## src/weighted_multi_pattern_matcher_macros.svh

```systemverilog
// assertion macros for the weighted multi-pattern matcher
// expects clk and arst_n in the scope of use
`ifndef WEIGHTED_MULTI_PATTERN_MATCHER_MACROS_SVH
`define WEIGHTED_MULTI_PATTERN_MATCHER_MACROS_SVH

// same-cycle implication, disabled in reset
`define WMPM_ASSERT_IMP(label, ante, cons, msg) \
	label: assert property (@(posedge clk) disable iff (!arst_n) (ante) |-> (cons)) \
		else $error(msg);

// next-cycle implication, disabled in reset
`define WMPM_ASSERT_NXT(label, ante, cons, msg) \
	label: assert property (@(posedge clk) disable iff (!arst_n) (ante) |=> (cons)) \
		else $error(msg);

`endif

```

## src/wmpm_pkg.sv

```systemverilog
`timescale 1ns / 1ps
// shared constants, request/result types and control structs of the matcher
// no dependencies
package wmpm_pkg;

	localparam int MAX_NODES  = 1024;
	localparam int ALPHABET   = 26;
	localparam int NODE_W     = $clog2(MAX_NODES);
	localparam int CNT_W      = NODE_W + 1;
	localparam int C_W        = $clog2(ALPHABET);
	localparam int GOTO_DEPTH = MAX_NODES * ALPHABET;
	localparam int GOTO_AW    = $clog2(GOTO_DEPTH);
	localparam int VAL_W      = 20;
	localparam int ACC_W      = 40;
	localparam int TOT_W      = 48;

	// request commands
	localparam logic [2:0] CMD_LETTER  = 3'd0;
	localparam logic [2:0] CMD_END     = 3'd1;
	localparam logic [2:0] CMD_BUILD   = 3'd2;
	localparam logic [2:0] CMD_MATCH   = 3'd3;
	localparam logic [2:0] CMD_RESTART = 3'd4;
	localparam logic [2:0] CMD_CLEAR   = 3'd5;

	// result status codes
	localparam logic [1:0] ST_OK   = 2'd0;
	localparam logic [1:0] ST_FULL = 2'd1;
	localparam logic [1:0] ST_BAD  = 2'd2;

	typedef struct packed {
		logic [2:0]       command;
		logic [4:0]       char_code;
		logic [VAL_W-1:0] pattern_value;
	} req_t;

	typedef struct packed {
		logic [1:0]        status;
		logic [NODE_W-1:0] node;
		logic [ACC_W-1:0]  step_score;
		logic [TOT_W-1:0]  total_score;
	} res_t;

	// commands from the controller to the datapath
	typedef struct packed {
		logic accept;
		logic err;
		logic ins_rd;
		logic ins_wr;
		logic end_rd;
		logic end_wr;
		logic mat_rd;
		logic mat_acc;
		logic mat_fin;
		logic restart;
		logic clr_all;
		logic sweep;
		logic b_init;
		logic b_pop;
		logic b_popw;
		logic b_link;
		logic b_acc;
		logic b_rd1;
		logic b_rd2;
		logic b_wr;
		logic b_fin;
	} ctl_t;

	// status from the datapath to the controller
	typedef struct packed {
		logic bad;
		logic sweep_last;
		logic c_last;
		logic q_more;
	} stat_t;

	// first goto-table address of a node's row
	function automatic logic [GOTO_AW-1:0] row_base(input logic [NODE_W-1:0] n);
		return GOTO_AW'(n) * GOTO_AW'(ALPHABET);
	endfunction

endpackage

```

## src/wmpm_ctrl.sv

```systemverilog
`timescale 1ns / 1ps
// controller state machine of the matcher: request dispatch, build sequence, clearing sweep
// depends on wmpm_pkg
module wmpm_ctrl (
	input  logic            clk,
	input  logic            arst_n,
	input  logic            start,
	input  logic [2:0]      command,
	input  wmpm_pkg::stat_t stat,
	output wmpm_pkg::ctl_t  ctl,
	output logic            busy
);

	localparam logic [3:0] S_CLR   = 4'd0;
	localparam logic [3:0] S_IDLE  = 4'd1;
	localparam logic [3:0] S_INS2  = 4'd2;
	localparam logic [3:0] S_END2  = 4'd3;
	localparam logic [3:0] S_MAT2  = 4'd4;
	localparam logic [3:0] S_MAT3  = 4'd5;
	localparam logic [3:0] S_BPOP  = 4'd6;
	localparam logic [3:0] S_BPOPW = 4'd7;
	localparam logic [3:0] S_BLINK = 4'd8;
	localparam logic [3:0] S_BACC  = 4'd9;
	localparam logic [3:0] S_BRD1  = 4'd10;
	localparam logic [3:0] S_BRD2  = 4'd11;
	localparam logic [3:0] S_BWR   = 4'd12;

	logic [3:0] state_q;
	logic [3:0] state_d;

	// next state and datapath commands
	always_comb begin
		ctl     = '0;
		state_d = state_q;
		case (state_q)
			S_CLR: begin
				ctl.sweep = 1'b1;
				if (stat.sweep_last) begin
					state_d = S_IDLE;
				end
			end
			S_IDLE: begin
				if (start) begin
					ctl.accept = 1'b1;
					if (stat.bad) begin
						ctl.err = 1'b1;
					end else begin
						case (command)
							wmpm_pkg::CMD_LETTER: begin
								ctl.ins_rd = 1'b1;
								state_d    = S_INS2;
							end
							wmpm_pkg::CMD_END: begin
								ctl.end_rd = 1'b1;
								state_d    = S_END2;
							end
							wmpm_pkg::CMD_BUILD: begin
								ctl.b_init = 1'b1;
								state_d    = S_BPOP;
							end
							wmpm_pkg::CMD_MATCH: begin
								ctl.mat_rd = 1'b1;
								state_d    = S_MAT2;
							end
							wmpm_pkg::CMD_RESTART: begin
								ctl.restart = 1'b1;
							end
							wmpm_pkg::CMD_CLEAR: begin
								ctl.clr_all = 1'b1;
								state_d     = S_CLR;
							end
							default: begin
								ctl.err = 1'b1;
							end
						endcase
					end
				end
			end
			S_INS2: begin
				ctl.ins_wr = 1'b1;
				state_d    = S_IDLE;
			end
			S_END2: begin
				ctl.end_wr = 1'b1;
				state_d    = S_IDLE;
			end
			S_MAT2: begin
				ctl.mat_acc = 1'b1;
				state_d     = S_MAT3;
			end
			S_MAT3: begin
				ctl.mat_fin = 1'b1;
				state_d     = S_IDLE;
			end
			S_BPOP: begin
				ctl.b_pop = 1'b1;
				state_d   = S_BPOPW;
			end
			S_BPOPW: begin
				ctl.b_popw = 1'b1;
				state_d    = S_BLINK;
			end
			S_BLINK: begin
				ctl.b_link = 1'b1;
				state_d    = S_BACC;
			end
			S_BACC: begin
				ctl.b_acc = 1'b1;
				state_d   = S_BRD1;
			end
			S_BRD1: begin
				ctl.b_rd1 = 1'b1;
				state_d   = S_BRD2;
			end
			S_BRD2: begin
				ctl.b_rd2 = 1'b1;
				state_d   = S_BWR;
			end
			S_BWR: begin
				ctl.b_wr = 1'b1;
				if (!stat.c_last) begin
					state_d = S_BRD1;
				end else if (stat.q_more) begin
					state_d = S_BPOP;
				end else begin
					ctl.b_fin = 1'b1;
					state_d   = S_IDLE;
				end
			end
			default: begin
				state_d = S_IDLE;
			end
		endcase
	end

	// state register, sweep runs first after reset
	always_ff @(posedge clk or negedge arst_n) begin
		if (!arst_n) begin
			state_q <= S_CLR;
		end else begin
			state_q <= state_d;
		end
	end

	assign busy = (state_q != S_IDLE);

endmodule

```

## config.mk

```make
export PLATFORM = sky130hd
export DESIGN_NAME = wmpm_ctrl
export DESIGN_NICKNAME = d
export VERILOG_FILES = /design/src/weighted_multi_pattern_matcher_macros.svh /design/src/wmpm_pkg.sv /design/src/wmpm_ctrl.sv
export SDC_FILE = /design/constraint.sdc
export NUM_CORES = 1
export LEC_CHECK = 0
export BUFFER_PORTS_ARGS = -buffer_cell sky130_fd_sc_hd__buf_2
export CORE_AREA = 2 2 39 41
export CTS_BUF_LIST = sky130_fd_sc_hd__clkbuf_16
export DETAILED_ROUTE_END_ITERATION = 10
export DIE_AREA = 0 0 41 43
export PLACE_DENSITY = 0.73
export SLEW_MARGIN = 20
export SYNTH_ARGS = -nofsm -noshare
export SYNTH_HDL_FRONTEND = slang
export SYNTH_SLANG_ARGS = --single-unit
export TNS_END_PERCENT = 50
```

## constraint.sdc

```tcl
create_clock -name clk -period 4.23 [get_ports clk]
set_clock_uncertainty 0.1 [all_clocks]
set_input_delay 0.2115 -clock clk [delete_from_list [all_inputs] [get_ports clk]]
set_output_delay 0.2115 -clock clk [all_outputs]
set_load 0.1 [all_outputs]
```

# ---- After elaboration in Yosys (flattened, before gate mapping)
# Cells that the tools add are included.
dict set report word_totals {
  elab_cells 71
  in_bits 10
  regBits 4
  output_inout_bits 22
}
dict set report classes {
  reduce_logical 4
  eq_ne 22
  muxes 44
}
# op count
set op_table {}
lappend op_table {{$pmux W4 S10} 1}
lappend op_table {{$mux W1} 31}
lappend op_table {{$eq A4 B4 Y1 const B} 5}
lappend op_table {{$pmux W4 S5} 1}
lappend op_table {{$eq A4 B3 Y1 const B} 4}
lappend op_table {{$mux W4} 4}
lappend op_table {{$mux W3} 3}
lappend op_table {{$eq A4 B2 Y1 const B} 2}
lappend op_table {{$mux W2} 4}
lappend op_table {{$eq A3 B2 Y1 const B} 2}
lappend op_table {{$eq A3 B3 Y1 const B} 2}
lappend op_table {{$ne A2 B2 Y1 const B} 3}
lappend op_table {{$ne A6 B1 Y1 const B} 1}
lappend op_table {{$reduce_or A6 Y1} 1}
lappend op_table {{$eq A4 B1 Y1 const B} 1}
lappend op_table {{$logic_not A4 Y1} 1}
lappend op_table {{$ne A4 B1 Y1 const B} 1}
lappend op_table {{$reduce_and A4 Y1} 1}
lappend op_table {{$eq A3 B1 Y1 const B} 1}
lappend op_table {{$logic_not A3 Y1} 1}

# ---- Longest topological paths before layout
dict set report logic_depth {
  depth_word 6
  depth_mapped 6
  depth_no_buf 6
}

# ---- Least setup slack after synthesis
# OpenSTA, ideal clock, no wires.
dict set report synth_timing {
  path_type {register -> register}
  from {register state_q[3]}
  to {register state_q[0]}
  setup_time_ns 0.124
  required_time_ns 4.006
  path_buffers 1
  path_slack_ns 0.169
  arrival_time_ns 3.837
  path_stages_with_launch 5
  synth_period_minus_slack_ns 4.061
  path_cell_list {dfrtp_1 buf_6 nor4_1 or2b_1 o31a_1}
}
dict set report synth_between {
  elab_chain_len 3
  elab_cells_between_ends 16
  classes_between {eq/ne (13); mux (1); reduce/logical (2)}
}
# item line_no
set synth_rtl {}
lappend synth_rtl {{from (decl)} wmpm_ctrl.sv:28} ;# logic [3:0] state_q;
lappend synth_rtl {{from (signal assigned)} wmpm_ctrl.sv:141} ;# state_q <= state_d;
lappend synth_rtl {{$eq A4 B1 Y1 or $logic_not A4 Y1 (tied branches)} wmpm_ctrl.sv:35} ;# case (state_q)
lappend synth_rtl {{$ne A6 B1 Y1 (no source line) or $ne A2 B2 Y1 (tied branches)} --}
lappend synth_rtl {{$reduce_and A4 Y1 (no source line)} --}
# Parallel ways exist; a longest one is shown, timed or not.
# A chain may end at the register's enable or synchronous reset.

==> results.yml <==
run_status:
  status: "completed"
timing:
  tightest_slew_ps: 487
  fin_crit_sh: 0.545
  tns_ps: 0
  hold_viol: 0
  rsz0062_at_grt: "false"
  min_period_ps: 2300
  slew_violations: 0
  fmax_mhz: 434
  maxSlewHeadroom: 0.678
  setup_viol: 0
cts:
  cts_resized: 0
  cts_tree: "built"
  cts_max_level: 1
  path_clk_slew_ps: 30
  cts-buffers-inserted: 3
  postCtsSetupBuffers: 0
  root_buffer: "clkbuf_16"
  cts.path.max_buffers: 2
  clk_latency_ps: 230
  cts_sinks: 4
setup_path:
  cp.required_ps: 3920
  crit_fanout: 14
  crit_type: "reg2out"
  endpoint_kind: "output pin"
  cp_slowest_cell: "dfrtp_1"
  crit_buf_inv: 2
  cp_top_family: "simple AND/OR/NAND/NOR gates"
  cpPeakStageDelay_ps: 500
  cp_cell_sequence: "nand2b_4, nor3_4, inv_2, nor2_1, nand2_1, nor3_1, buf_2"
  startpoint_type: "flop"
  crit_arrival_ps: 1990
finish:
  biggestRegsByFlops: "state_q: 4 flops"
  antenna_cells: 0
  largest_reg_flops: 4
  final_layout_size_suffix_gt1_frac: 0.388
  final_net_count: 115
  area.growth.synth_to_final_pct: 43.6
  top_register: "state_q"
routing:
  wl_met3_microns: 115
  ant_nets: 0
  post-route-drc-count: 0
  wl_per_cell_microns: 10.5
  first_iter_violations: 2
  top_layer: "met4"
  m1WireLength_microns: 615
  vias: 592
  vias_per_cell: 4.97
  drt-pass1-iter-count: 2
  wirelength_microns: 1250
  wl_met2_microns: 500
logic_synthesis:
  synth_area_leader_cell: "dfrtp_1"
  ys_seq_area_frac: 0.196
  synth-edff-count: 0
  synth_top_cells_by_count: "nor2_1 (13), nor3_1 (9), nand2_1 (8)"
  synth.most_common_cell: "nor2_1"
  synth_warnings: 0
  synthCells: 74
  synth_top_area_share: 0.196
  synthArstFlopShare: 1.00
  synth_nets: 84
  synth.avg_cell_area_sq_um: 6.90
  netlist_top_cells_area: "dfrtp_1 (20%), nor2_1 (9.6%), nor3_1 (8.8%)"
  ys_types: 31
  ys.flop_type: "dfrtp_1"
  ys_seq_elements: 4
  syn_area_sq_um: 510
grt:
  grt_pass1_vias: 467
  grt_max_degree: 15
  grt_pass1_wl_microns: 1900
  grt_overflow: 0
  antenna_found_initial: 0
  gr-usage-all-layers: 0.161
placed_design:
  numPortBuffers: 31
  dp_hpwl_microns: 929
  place_congestion: 0.771
worst_hold_path:
  hp-class: "in2async"
floorplanning:
  die_area_sq_um: 1760
  core_sq_um: 1380
  std_cell_rows: 14
  die_w_microns: 41
  ios: 32
  initial_core_util: 0.369
  die_y_microns: 43
run:
  cap_violations: 0
worst reg2reg max path: cells and delay by family, from the launching register on:
family | cells | cell delay [ps]
muxes | 1 | 350
DFF | 1 | 560
AOI/OAI and AO/OA | 3 | 510
area by class of cell:
class,instances,area [sq um]
Clock buffer,3,75.1
Fill cell,140,651
Inverter,2,7.51
Multi-Input combinational cell,62,365
Sequential cell,4,100
Tap cell,16,20.0
Timing Repair Buffer,32,165
metal layers:
layer,global-route usage,vias up
met5,0,-
met4,0.100,0
met3,0.0471,2
met2,0.225,31
met1,0.208,245
li1,-,314
cell families after synthesis:
| logic type | synth area share |
|---|---|
| xor+xnor | 0.0172 |
| buf+inv | 0.0882 |
| simple gates | 0.495 |
| mux | 0.0294 |
| flops | 0.196 |
| compound gates | 0.174 |
metrics by stage:
| stage | util | worst slack, ps | std cells | instance area (sq um) | hold WS, ps |
|---|---|---|---|---|---|
| 2_1_floorplan | - | 169 | 74 | 510 | -184 |
| 3_3_place_gp | 0.468 | 2200 | 115 | 648 | -84.4 |
| 3_5_place_dp | 0.468 | 2170 | 115 | 648 | -84.2 |
| 4_1_cts | 0.530 | 1910 | 119 | 733 | 218 |
| 5_1_grt | 0.530 | 1800 | 119 | 733 | 220 |
| 6_report | 0.530 | 1930 | 119 | 733 | 209 |
what timing repair did:
action / CTS / global route
setup endpoints to repair: 0 / 0
endpoints found under the hold margin: 4 / 0
hold buffers: 1 / 0
final timing paths:
kind | to | cells past startpoint | slack [ps] | startpoint
max | ctl[18] | 7 | 1930 | state_q[1]$_DFFE_PN0P_
min | state_q[2]$_DFFE_PN0P_ | 2 | 210 | arst_n
max reg2reg | state_q[0]$_DFFE_PN0P_ | 4 | 2590 | state_q[1]$_DFFE_PN0P_
min reg2reg | state_q[3]$_DFFE_PN0P_ | 1 | 670 | state_q[3]$_DFFE_PN0P_
max in group asynchronous | state_q[0]$_DFFE_PN0P_ | 2 | 3700 | arst_n
min in group clk | state_q[0]$_DFFE_PN0P_ | 3 | 210 | stat[2]
layout by cell type (no fill, tap or decap):
master         netlist  final
buf_2                3     31
nor2_1              13     13
nor3_1               9      9
nand2_1              8      8
nand2b_1             6      6
a21oi_1              4      4
dfrtp_1              4      4
nor4_1               3      3
clkbuf_16            0      3
nand3b_1             2      2
nand2b_4             1      1
nor3_4               1      1
inv_2                1      1
and2b_1              1      1
nand3_1              1      1
inv_1                1      1
o31ai_1              1      1
a21o_1               1      1
mux2_4               1      1
a21oi_2              1      1
a31oi_1              1      1
o21ba_2              1      1
or2b_1               1      1
o31a_1               1      1
o21ai_0              1      1
xor2_1               1      1
a21boi_1             1      1
nor3b_1              1      1
o21bai_1             1      1
dlygate4sd3_1        0      1
Power is left out: the tool's default activity adds up to more than one toggle a clock period on the data nets, which glitch-free logic cannot reach.
